===== config.mk =====
export PLATFORM = sky130hd
export DESIGN_NAME = stream_find_replace_flat
export DESIGN_NICKNAME = d
export VERILOG_FILES = /design/src/hdl/sfr_pkg.sv /design/src/hdl/sfr_if.sv /design/src/hdl/sfr_front.sv /design/src/hdl/sfr_queue.sv /design/src/hdl/sfr_back.sv /design/src/hdl/stream_find_replace.sv /design/src/flat_wrapper.sv
export SDC_FILE = /design/constraint.sdc
export NUM_CORES = 1
export LEC_CHECK = 0
export BUFFER_PORTS_ARGS = -buffer_cell sky130_fd_sc_hd__buf_2
export CORE_UTILIZATION = 37
export DETAILED_ROUTE_END_ITERATION = 7
export HOLD_SLACK_MARGIN = 0.12
export PLACE_DENSITY = 0.49
export SYNTH_ARGS = -nofsm -noshare
export SYNTH_HDL_FRONTEND = slang
export SYNTH_HIERARCHICAL = 1
export SYNTH_SLANG_ARGS = --single-unit

===== constraint.sdc =====
create_clock -name clock -period 18.15 [get_ports clock]
set_input_delay 0.9075 -clock clock [delete_from_list [all_inputs] [get_ports clock]]
set_output_delay 0.9075 -clock clock [all_outputs]
set_load 0.005 [all_outputs]

===== src/hdl/sfr_pkg.sv =====
// Shared types and constants for the stream find-and-replace block.
// No dependencies; every other file in hdl/ refers to this package.
package sfr_pkg;

   localparam int RES_MAX     = 8;  // most results one item can cause
   localparam int CNT_W       = 4;  // holds counts 0..8
   localparam int QUEUE_DEPTH = 2;
   localparam int CSR_ADDR_W  = 8;
   localparam int CSR_DATA_W  = 64;

   localparam logic [CSR_ADDR_W-1:0] CSR_PATTERN_BYTES      = 8'd0;
   localparam logic [CSR_ADDR_W-1:0] CSR_PATTERN_LENGTH     = 8'd1;
   localparam logic [CSR_ADDR_W-1:0] CSR_REPLACEMENT_BYTES  = 8'd2;
   localparam logic [CSR_ADDR_W-1:0] CSR_REPLACEMENT_LENGTH = 8'd3;

   typedef logic [7:0]       byte_type;
   typedef logic [CNT_W-1:0] cnt_type;

   typedef struct packed {
      logic [63:0] pattern;
      cnt_type     plen;
      logic [63:0] repl;
      cnt_type     rlen;
      logic        clear;   // pattern length written: drop pending bytes
   } cfg_type;

   // one job: the full result list caused by one input item
   typedef struct packed {
      logic [RES_MAX-1:0][7:0] bytes;
      cnt_type                 count;
      logic                    last;
   } job_type;

endpackage


===== src/hdl/sfr_if.sv =====
// Valid/ready channel interfaces: input items, results and register writes.
// Depends on sfr_pkg.
interface sfr_req_if;
   logic               valid;
   logic               ready;
   sfr_pkg::byte_type  data_byte;
   logic               has_byte;
   logic               end_of_string;
   modport source (output valid, data_byte, has_byte, end_of_string, input ready);
   modport sink   (input valid, data_byte, has_byte, end_of_string, output ready);
endinterface

interface sfr_rsp_if;
   logic               valid;
   logic               ready;
   sfr_pkg::byte_type  out_byte;
   logic               out_valid;
   logic               out_last;
   modport source (output valid, out_byte, out_valid, out_last, input ready);
   modport sink   (input valid, out_byte, out_valid, out_last, output ready);
endinterface

interface sfr_csr_if;
   logic                               valid;
   logic                               ready;
   logic [sfr_pkg::CSR_ADDR_W-1:0]     addr;
   logic [sfr_pkg::CSR_DATA_W-1:0]     wdata;
   modport source (output valid, addr, wdata, input ready);
   modport sink   (input valid, addr, wdata, output ready);
endinterface


===== src/hdl/sfr_front.sv =====
// Front end: accepts input bytes, keeps the pending window, matches the
// pattern and turns each item that causes results or ends a string into one job. Depends on sfr_pkg, sfr_if.
module sfr_front #(
   parameter int MAX_PATTERN     = 8,
   parameter int MAX_REPLACEMENT = 8
) (
   input  logic             clock,
   input  logic             reset,
   sfr_req_if.sink          req_ch,
   input  sfr_pkg::cfg_type cfg,
   input  logic             q_full,
   output logic             push,
   output sfr_pkg::job_type job
);

   localparam int IdxW = (MAX_PATTERN > 1) ? $clog2(MAX_PATTERN) : 1;
   localparam sfr_pkg::cnt_type MaxPat = sfr_pkg::CNT_W'(MAX_PATTERN);
   localparam sfr_pkg::cnt_type MaxRep = sfr_pkg::CNT_W'(MAX_REPLACEMENT);

   sfr_pkg::byte_type win_ff [MAX_PATTERN];
   sfr_pkg::byte_type win_in [MAX_PATTERN];
   sfr_pkg::byte_type win1   [MAX_PATTERN];
   sfr_pkg::cnt_type  count_ff, count_in;
   sfr_pkg::cnt_type  plen, rlen, cnt0, cnt1, cnt2;
   logic              full, match, accept;

   assign req_ch.ready = !q_full;
   assign accept       = req_ch.valid && req_ch.ready;
   assign push         = accept && (job.count != '0 || req_ch.end_of_string);

   always_comb begin
      if (cfg.plen == '0) begin
         plen = sfr_pkg::CNT_W'(1);
      end else if (cfg.plen > MaxPat) begin
         plen = MaxPat;
      end else begin
         plen = cfg.plen;
      end
      rlen = (cfg.rlen > MaxRep) ? MaxRep : cfg.rlen;
   end

   always_comb begin
      cnt0 = (count_ff >= plen) ? '0 : count_ff;
      win1 = win_ff;
      if (req_ch.has_byte) begin
         win1[cnt0[IdxW-1:0]] = req_ch.data_byte;
      end
      cnt1  = cnt0 + sfr_pkg::CNT_W'(req_ch.has_byte);
      full  = req_ch.has_byte && (cnt1 == plen);
      match = 1'b1;
      for (int i = 0; i < MAX_PATTERN; i++) begin
         if (sfr_pkg::CNT_W'(i) < plen && win1[i] != cfg.pattern[8*i +: 8]) begin
            match = 1'b0;
         end
      end
   end

   always_comb begin
      job.bytes = '0;
      for (int i = 0; i < MAX_PATTERN; i++) begin
         job.bytes[i] = win1[i];
      end
      job.last = req_ch.end_of_string;
      win_in   = win1;
      priority if (full && match) begin
         job.bytes = cfg.repl;
         job.count = rlen;
         cnt2      = '0;
      end else if (full) begin
         // oldest byte goes out (all pending bytes at end of string), window shifts by one
         job.count = req_ch.end_of_string ? plen : sfr_pkg::CNT_W'(1);
         cnt2      = plen - sfr_pkg::CNT_W'(1);
         for (int i = 0; i < MAX_PATTERN - 1; i++) begin
            win_in[i] = win1[i+1];
         end
      end else begin
         job.count = req_ch.end_of_string ? cnt1 : '0;
         cnt2      = cnt1;
      end
      count_in = req_ch.end_of_string ? '0 : cnt2;
   end

   always_ff @(posedge clock) begin
      if (reset) begin
         count_ff <= '0;
      end else if (cfg.clear) begin
         count_ff <= '0;
      end else if (accept) begin
         count_ff <= count_in;
      end
   end

   always_ff @(posedge clock) begin
      if (accept) begin
         win_ff <= win_in;
      end
   end

endmodule


===== src/hdl/sfr_queue.sv =====
// Two-entry job queue between the front end and the result sequencer.
// Depends on sfr_pkg.
module sfr_queue (
   input  logic             clock,
   input  logic             reset,
   input  logic             push,
   input  sfr_pkg::job_type push_job,
   input  logic             pop,
   output sfr_pkg::job_type head,
   output logic             empty,
   output logic             full
);

   localparam int PtrW  = $clog2(sfr_pkg::QUEUE_DEPTH);
   localparam int FillW = $clog2(sfr_pkg::QUEUE_DEPTH + 1);

   sfr_pkg::job_type  mem_ff [sfr_pkg::QUEUE_DEPTH];
   logic [PtrW-1:0]   wr_ff, wr_in, rd_ff, rd_in;
   logic [FillW-1:0]  fill_ff, fill_in;

   assign head  = mem_ff[rd_ff];
   assign empty = (fill_ff == '0);
   assign full  = (fill_ff == FillW'(sfr_pkg::QUEUE_DEPTH));

   always_comb begin
      wr_in   = push ? wr_ff + PtrW'(1) : wr_ff;
      rd_in   = pop  ? rd_ff + PtrW'(1) : rd_ff;
      fill_in = fill_ff + FillW'(push) - FillW'(pop);
   end

   always_ff @(posedge clock) begin
      if (reset) begin
         wr_ff   <= '0;
         rd_ff   <= '0;
         fill_ff <= '0;
      end else begin
         wr_ff   <= wr_in;
         rd_ff   <= rd_in;
         fill_ff <= fill_in;
      end
   end

   always_ff @(posedge clock) begin
      if (push) begin
         mem_ff[wr_ff] <= push_job;
      end
   end

endmodule


===== src/hdl/sfr_back.sv =====
// Result sequencer: walks the head job one result per cycle, while the receiver is ready, into the
// registered result channel. Depends on sfr_pkg, sfr_if.
module sfr_back (
   input  logic             clock,
   input  logic             reset,
   input  sfr_pkg::job_type head,
   input  logic             head_valid,
   output logic             pop,
   sfr_rsp_if.source        rsp_ch
);

   localparam int IdxW = $clog2(sfr_pkg::RES_MAX);

   logic [IdxW-1:0]   idx_ff, idx_in;
   logic              vld_ff, vld_in;
   sfr_pkg::byte_type byte_ff, byte_in;
   logic              bval_ff, bval_in;
   logic              last_ff, last_in;
   logic              load, final_res;

   assign rsp_ch.valid     = vld_ff;
   assign rsp_ch.out_byte  = byte_ff;
   assign rsp_ch.out_valid = bval_ff;
   assign rsp_ch.out_last  = last_ff;

   assign load      = head_valid && (!vld_ff || rsp_ch.ready);
   assign final_res = (head.count == '0)
                   || (sfr_pkg::CNT_W'(idx_ff) == head.count - sfr_pkg::CNT_W'(1));
   assign pop       = load && final_res;

   always_comb begin
      idx_in  = idx_ff;
      vld_in  = vld_ff && !rsp_ch.ready;
      byte_in = byte_ff;
      bval_in = bval_ff;
      last_in = last_ff;
      if (load) begin
         vld_in = 1'b1;
         if (head.count == '0) begin
            // bare end marker
            byte_in = '0;
            bval_in = 1'b0;
         end else begin
            byte_in = head.bytes[idx_ff];
            bval_in = 1'b1;
         end
         last_in = head.last && final_res;
         idx_in  = final_res ? '0 : idx_ff + IdxW'(1);
      end
   end

   always_ff @(posedge clock) begin
      if (reset) begin
         idx_ff <= '0;
         vld_ff <= 1'b0;
      end else begin
         idx_ff <= idx_in;
         vld_ff <= vld_in;
      end
   end

   always_ff @(posedge clock) begin
      byte_ff <= byte_in;
      bval_ff <= bval_in;
      last_ff <= last_in;
   end

endmodule


===== src/hdl/stream_find_replace.sv =====
// Stream find-and-replace: each input job is registered in the two-entry job queue, and
// its results in the result sequencer. Throughput one input and one result transfer per
// cycle, unless the receiver stalls or multi-result items fill the queue and stall input.
// Synchronous active-high reset clears the window count, queue and output valid;
// registers reset to pattern length 1, everything else zero.
// Depends on sfr_pkg, sfr_if, sfr_front, sfr_queue, sfr_back.
module stream_find_replace #(
   parameter int MAX_PATTERN     = 8,
   parameter int MAX_REPLACEMENT = 8
) (
   input  logic      clock,
   input  logic      reset,
   sfr_req_if.sink   req_ch,
   sfr_rsp_if.source rsp_ch,
   sfr_csr_if.sink   csr_ch
);

   sfr_pkg::cfg_type cfg;
   logic [63:0]      pattern_ff, repl_ff;
   sfr_pkg::cnt_type plen_ff, rlen_ff;
   logic             csr_wr;
   logic             q_push, q_pop, q_empty, q_full;
   sfr_pkg::job_type push_job, head_job;

   assign csr_ch.ready = 1'b1;
   assign csr_wr       = csr_ch.valid && csr_ch.ready;

   always_ff @(posedge clock) begin
      if (reset) begin
         pattern_ff <= '0;
         plen_ff    <= sfr_pkg::CNT_W'(1);
         repl_ff    <= '0;
         rlen_ff    <= '0;
      end else if (csr_wr) begin
         unique case (csr_ch.addr)
            sfr_pkg::CSR_PATTERN_BYTES:      pattern_ff <= csr_ch.wdata;
            sfr_pkg::CSR_PATTERN_LENGTH:     plen_ff    <= csr_ch.wdata[sfr_pkg::CNT_W-1:0];
            sfr_pkg::CSR_REPLACEMENT_BYTES:  repl_ff    <= csr_ch.wdata;
            sfr_pkg::CSR_REPLACEMENT_LENGTH: rlen_ff    <= csr_ch.wdata[sfr_pkg::CNT_W-1:0];
            default: ;
         endcase
      end
   end

   always_comb begin
      cfg.pattern = pattern_ff;
      cfg.plen    = plen_ff;
      cfg.repl    = repl_ff;
      cfg.rlen    = rlen_ff;
      cfg.clear   = csr_wr && (csr_ch.addr == sfr_pkg::CSR_PATTERN_LENGTH);
   end

   sfr_front #(
      .MAX_PATTERN     (MAX_PATTERN),
      .MAX_REPLACEMENT (MAX_REPLACEMENT)
   ) u_front (
      .clock  (clock),
      .reset  (reset),
      .req_ch (req_ch),
      .cfg    (cfg),
      .q_full (q_full),
      .push   (q_push),
      .job    (push_job)
   );

   sfr_queue u_queue (
      .clock    (clock),
      .reset    (reset),
      .push     (q_push),
      .push_job (push_job),
      .pop      (q_pop),
      .head     (head_job),
      .empty    (q_empty),
      .full     (q_full)
   );

   sfr_back u_back (
      .clock      (clock),
      .reset      (reset),
      .head       (head_job),
      .head_valid (!q_empty),
      .pop        (q_pop),
      .rsp_ch     (rsp_ch)
   );

   a_no_overflow: assert property (@(posedge clock) disable iff (reset)
      !(q_push && q_full && !q_pop))
      else $error("job queue overflow");

   a_no_underflow: assert property (@(posedge clock) disable iff (reset)
      !(q_pop && q_empty))
      else $error("job queue underflow");

   a_marker_last: assert property (@(posedge clock) disable iff (reset)
      (rsp_ch.valid && !rsp_ch.out_valid) |-> rsp_ch.out_last)
      else $error("end marker without last flag");

   a_pop_after_push: assert property (@(posedge clock) disable iff (reset)
      ($past(q_empty) && !$past(q_push) && !$past(reset)) |-> !q_pop)
      else $error("pop of a job never pushed");

endmodule


===== src/flat_wrapper.sv =====
// flat-port wrapper written by rule: the top's interface ports become plain ports
module stream_find_replace_flat 
#(
   parameter int MAX_PATTERN     = 8,
   parameter int MAX_REPLACEMENT = 8
)
  (clock, reset, req_ch_valid, req_ch_data_byte, req_ch_has_byte, req_ch_end_of_string, req_ch_ready, rsp_ch_valid, rsp_ch_out_byte, rsp_ch_out_valid, rsp_ch_out_last, rsp_ch_ready, csr_ch_valid, csr_ch_addr, csr_ch_wdata, csr_ch_ready);
  sfr_req_if req_ch_i ();
  sfr_rsp_if rsp_ch_i ();
  sfr_csr_if csr_ch_i ();
  input  logic clock;
  input  logic reset;
  input wire logic [$bits(req_ch_i.valid)-1:0] req_ch_valid;
  input wire logic [$bits(req_ch_i.data_byte)-1:0] req_ch_data_byte;
  input wire logic [$bits(req_ch_i.has_byte)-1:0] req_ch_has_byte;
  input wire logic [$bits(req_ch_i.end_of_string)-1:0] req_ch_end_of_string;
  output wire logic [$bits(req_ch_i.ready)-1:0] req_ch_ready;
  output wire logic [$bits(rsp_ch_i.valid)-1:0] rsp_ch_valid;
  output wire logic [$bits(rsp_ch_i.out_byte)-1:0] rsp_ch_out_byte;
  output wire logic [$bits(rsp_ch_i.out_valid)-1:0] rsp_ch_out_valid;
  output wire logic [$bits(rsp_ch_i.out_last)-1:0] rsp_ch_out_last;
  input wire logic [$bits(rsp_ch_i.ready)-1:0] rsp_ch_ready;
  input wire logic [$bits(csr_ch_i.valid)-1:0] csr_ch_valid;
  input wire logic [$bits(csr_ch_i.addr)-1:0] csr_ch_addr;
  input wire logic [$bits(csr_ch_i.wdata)-1:0] csr_ch_wdata;
  output wire logic [$bits(csr_ch_i.ready)-1:0] csr_ch_ready;
  assign req_ch_i.valid = req_ch_valid;
  assign req_ch_i.data_byte = req_ch_data_byte;
  assign req_ch_i.has_byte = req_ch_has_byte;
  assign req_ch_i.end_of_string = req_ch_end_of_string;
  assign req_ch_ready = req_ch_i.ready;
  assign rsp_ch_valid = rsp_ch_i.valid;
  assign rsp_ch_out_byte = rsp_ch_i.out_byte;
  assign rsp_ch_out_valid = rsp_ch_i.out_valid;
  assign rsp_ch_out_last = rsp_ch_i.out_last;
  assign rsp_ch_i.ready = rsp_ch_ready;
  assign csr_ch_i.valid = csr_ch_valid;
  assign csr_ch_i.addr = csr_ch_addr;
  assign csr_ch_i.wdata = csr_ch_wdata;
  assign csr_ch_ready = csr_ch_i.ready;
  stream_find_replace #(.MAX_PATTERN(MAX_PATTERN), .MAX_REPLACEMENT(MAX_REPLACEMENT)) u_core (.clock(clock), .reset(reset), .req_ch(req_ch_i), .rsp_ch(rsp_ch_i), .csr_ch(csr_ch_i));
endmodule

==> summary.txt <==
status -> complete, no violations
Commonest cells post-synth -> 212 x edfxtp_1, 202 x nand2b_1, 176 x mux2i_1, 149 x dfxtp_1, 90 x nor2_1
syn avg cell area -> 11.62 um2
WP buf/inv -> 3
final hold violations -> 0
DRT Pass-1 Iters -> 7
Setup Fix Bufs, Post-CTS -> 0
Total Routing Usage GR -> 0.2168
CTS sink count -> 361
Relative slew margins -> 0.2312
Worst Hold Class -> reg2reg
number of max-cap violations -> 0
Synth top area share -> 0.3396
fin. max-slew vios -> 0
vias in the first global route -> 12551
nets@finish -> 1775
Core Util, Final -> 0.4187
layout cells sized above 1 -> 0.2056
Yosys cell types -> 89
Post-synth EDFFs -> 212
Wirelength per Cell -> 23.27 um
first-pass GRT wire length -> 81.76 mm
PortBufs -> 98
post-CTS sizing -> 0
CTS Buf Count -> 43
PD cells -> 111.3 nW/um2
# IOs -> 100
Peak VDD IR -> 0.05801 mV
Static Leak -> 0.007563 uW
Peak Freq -> 0.1602 GHz
CP max stage cell -> nor2_1
P&R area growth vs syn -> 11.84%
critical path class -> reg2reg
Worst path depth -> 16
Die H -> 227.1 um
Routed Antenna Nets -> 0
die area -> 51560 um2
Initial Utilization -> 0.3744
hold depth -> 2
Post-Syn Instances -> 1613
drt total wl -> 55.35 mm
post-synthesis async set-or-reset flop share -> 0
cells along the critical path -> inv_1 > o21ai_1 > inv_1 > ha_1 > nor3b_4 > o21ai_1 > nor2_1 > mux2i_1 > nand4_1 > o31ai_1 > and4_4 > nand3_4 > o211ai_1 > nand2_1 > and2_2 > buf_4
Most used DFF post-synth -> edfxtp_1
Slew @ Worst Pin -> 1.147 ns
most numerous cell in the Yosys netlist -> edfxtp_1
H-Tree Depth -> 2
R2R cell count -> 16
min Tclk post-route -> 6.243 ns
CP Launch Type -> register
RSZ-0062 raised after global routing -> false
CP required -> 18.31 ns
gpl congestion -> 0.8622
top cells by area, synth -> edfxtp_1 34%, dfxtp_1 16%, mux2i_1 9.4%, nand2b_1 6.7%, mux2_2 4.4%
worst-case clock skew -> 0.02117 ns
grt total ovfl -> 0
synthesized area -> 18740 um2
register area share after synthesis -> 0.4988
CP peak stage delay -> 0.78 ns
Longest Clk Path Bufs -> 3
Final setup viols -> 0
crit-path leading delay family -> simple AND/OR/NAND/NOR gates
DPL Wire Length -> 37.78 mm
CP max FO -> 69
CP arrival -> 6.40 ns
#FFs+latches synth -> 361
Diodes inserted -> 0
Clk Latency, worst-skew pair -> 0.58 ns
num rows -> 82
Root Buffer -> clkbuf_16
Vias per Instance -> 5.358
CTS tree -> yes
Fin Setup TNS -> 0 ns
largest net degree at the start of global routing -> 82
Placeable Area -> 50070 um2
Post-CTS Hold Fix Bufs -> 0
Yosys top cell by area -> edfxtp_1
period utilisation layout -> 0.3440
Die W -> 227.1 um
Mapped Nets -> 1714
via count -> 12746
1st-iter DRT viols -> 976
clk slew on worst S/H paths -> 0.06 ns
initial antenna violation count -> 4
Setup crit end kind -> register
Yosys warnings -> 6
final routed DRC violation total -> 0
## cell usage in the layout (no fill, tap or decap), types with 5 or more instances in the layout
master / Yosys / routed
a222oi_1: 11 / 11
mux4_2: 16 / 16
mux2i_1: 176 / 176
clkinv_2: 0 / 9
inv_1: 56 / 55
nand3_1: 19 / 19
o221a_1: 10 / 10
o21ai_0: 13 / 13
buf_4: 6 / 25
a21oi_1: 40 / 40
nor3_1: 20 / 18
xor2_1: 34 / 34
nor2b_1: 7 / 6
ha_1: 14 / 14
clkbuf_16: 0 / 46
nand2b_1: 202 / 202
nor4_1: 6 / 6
nand2_1: 87 / 87
mux2_2: 73 / 73
edfxtp_1: 212 / 212
mux2_1: 6 / 6
buf_2: 16 / 97
nor2_1: 90 / 90
o21ai_1: 6 / 6
clkbuf_1: 60 / 13
dfxtp_1: 149 / 148
mux2_4: 10 / 10
xnor2_1: 41 / 41
o22ai_1: 6 / 6
clkinv_1: 1 / 8
or3_1: 44 / 44
o221a_2: 33 / 33
nand4_1: 11 / 11
mux2i_2: 5 / 5
a31oi_1: 34 / 34
## worst min-delay path: cells and delay by family (launching register included)
family        cells  cell delay [ns]
flops             1             0.31
simple gates      1             0.06
mux               1             0.06
## area by class of cell
cell class,instances,area [um2]
clock buffer,61,1227
multi-input combinational,1089,8557
fill,4849,29100
timing repair buffer,122,673.1
clock inverter,17,101.3
sequential,361,9350
tap,672,840.8
inverter,57,214.0
## worst paths after layout
| path | start | to | slack [ns] |
|---|---|---|---|
| setup / recovery | u_core/plen_ff[3] | u_core/u_queue/mem_ff[1][7] | 11.91 |
| hold reg to reg | u_core/pattern_ff[25] | u_core/pattern_ff[25] | 0.48 |
| setup reg to reg | u_core/plen_ff[3] | u_core/u_queue/mem_ff[1][7] | 11.91 |
| hold / removal | u_core/pattern_ff[25] | u_core/pattern_ff[25] | 0.48 |
## per-layer routing
metal  share of wire  up-vias  global-route usage
li1                -     5995                   -
met1            0.47     6257              0.3067
met2            0.45      403              0.3368
met3           0.057       91             0.03407
met4           0.027        0             0.07296
met5               0        -                   0
## metrics by stage
stage,worst slack (ns),hold WS (ns),cells,area (um2),total power (uW)
2_1_floorplan,10.89,0.4487,1613,18740,1363
3_3_place_gp,12.00,0.4656,2301,19640,1525
3_5_place_dp,11.90,0.4664,2301,19640,1529
4_1_cts,11.87,0.4813,2379,20960,2359
5_1_grt,11.36,0.5021,2379,20960,2427
6_report,11.91,0.4798,2379,20960,2333
## logic make-up (layout without fill, tap and decap cells)
| logic type | after synthesis | count (layout) | share of synthesized area |
|---|---|---|---|
| buffers and inverters | 163 | 257 | 0.04633 |
| adders and majority gates | 14 | 14 | 0.009345 |
| and+or+nand+nor | 513 | 513 | 0.1497 |
| xor gates and xnor gates | 76 | 76 | 0.03625 |
| other | 1 | 1 | 0.0002001 |
| muxes | 288 | 288 | 0.1748 |
| DFF | 361 | 361 | 0.4988 |
| AOI/OAI and AO/OA | 197 | 197 | 0.08464 |
## flip-flops by register name, indices dropped and copies added (netlist names), named ones only
| register | count |
|---|---|
| u_core/u_back/idx_ff | 3 |
| u_core/u_queue/wr_ff | 1 |
| u_core/u_front/count_ff | 4 |
| u_core/u_queue/rd_ff | 1 |
| u_core/u_queue/mem_ff | 138 |
| u_core/u_back/rsp_ch.out_valid | 1 |
| u_core/u_back/rsp_ch.out_last | 1 |
| u_core/repl_ff | 64 |
| u_core/u_back/rsp_ch.out_byte | 8 |
| u_core/plen_ff | 4 |
| u_core/rlen_ff | 4 |
| u_core/pattern_ff | 64 |
| u_core/u_back/rsp_ch.valid | 1 |
| u_core/u_front/win_ff | 64 |
| u_core/u_queue/fill_ff | 2 |
## where the power goes
part	switching, uW	internal (uW)
sequential	51.0	989
combinational	273	198
clock	339	483
total	663	1670
Note: power is estimated with default switching activity, not from simulation.
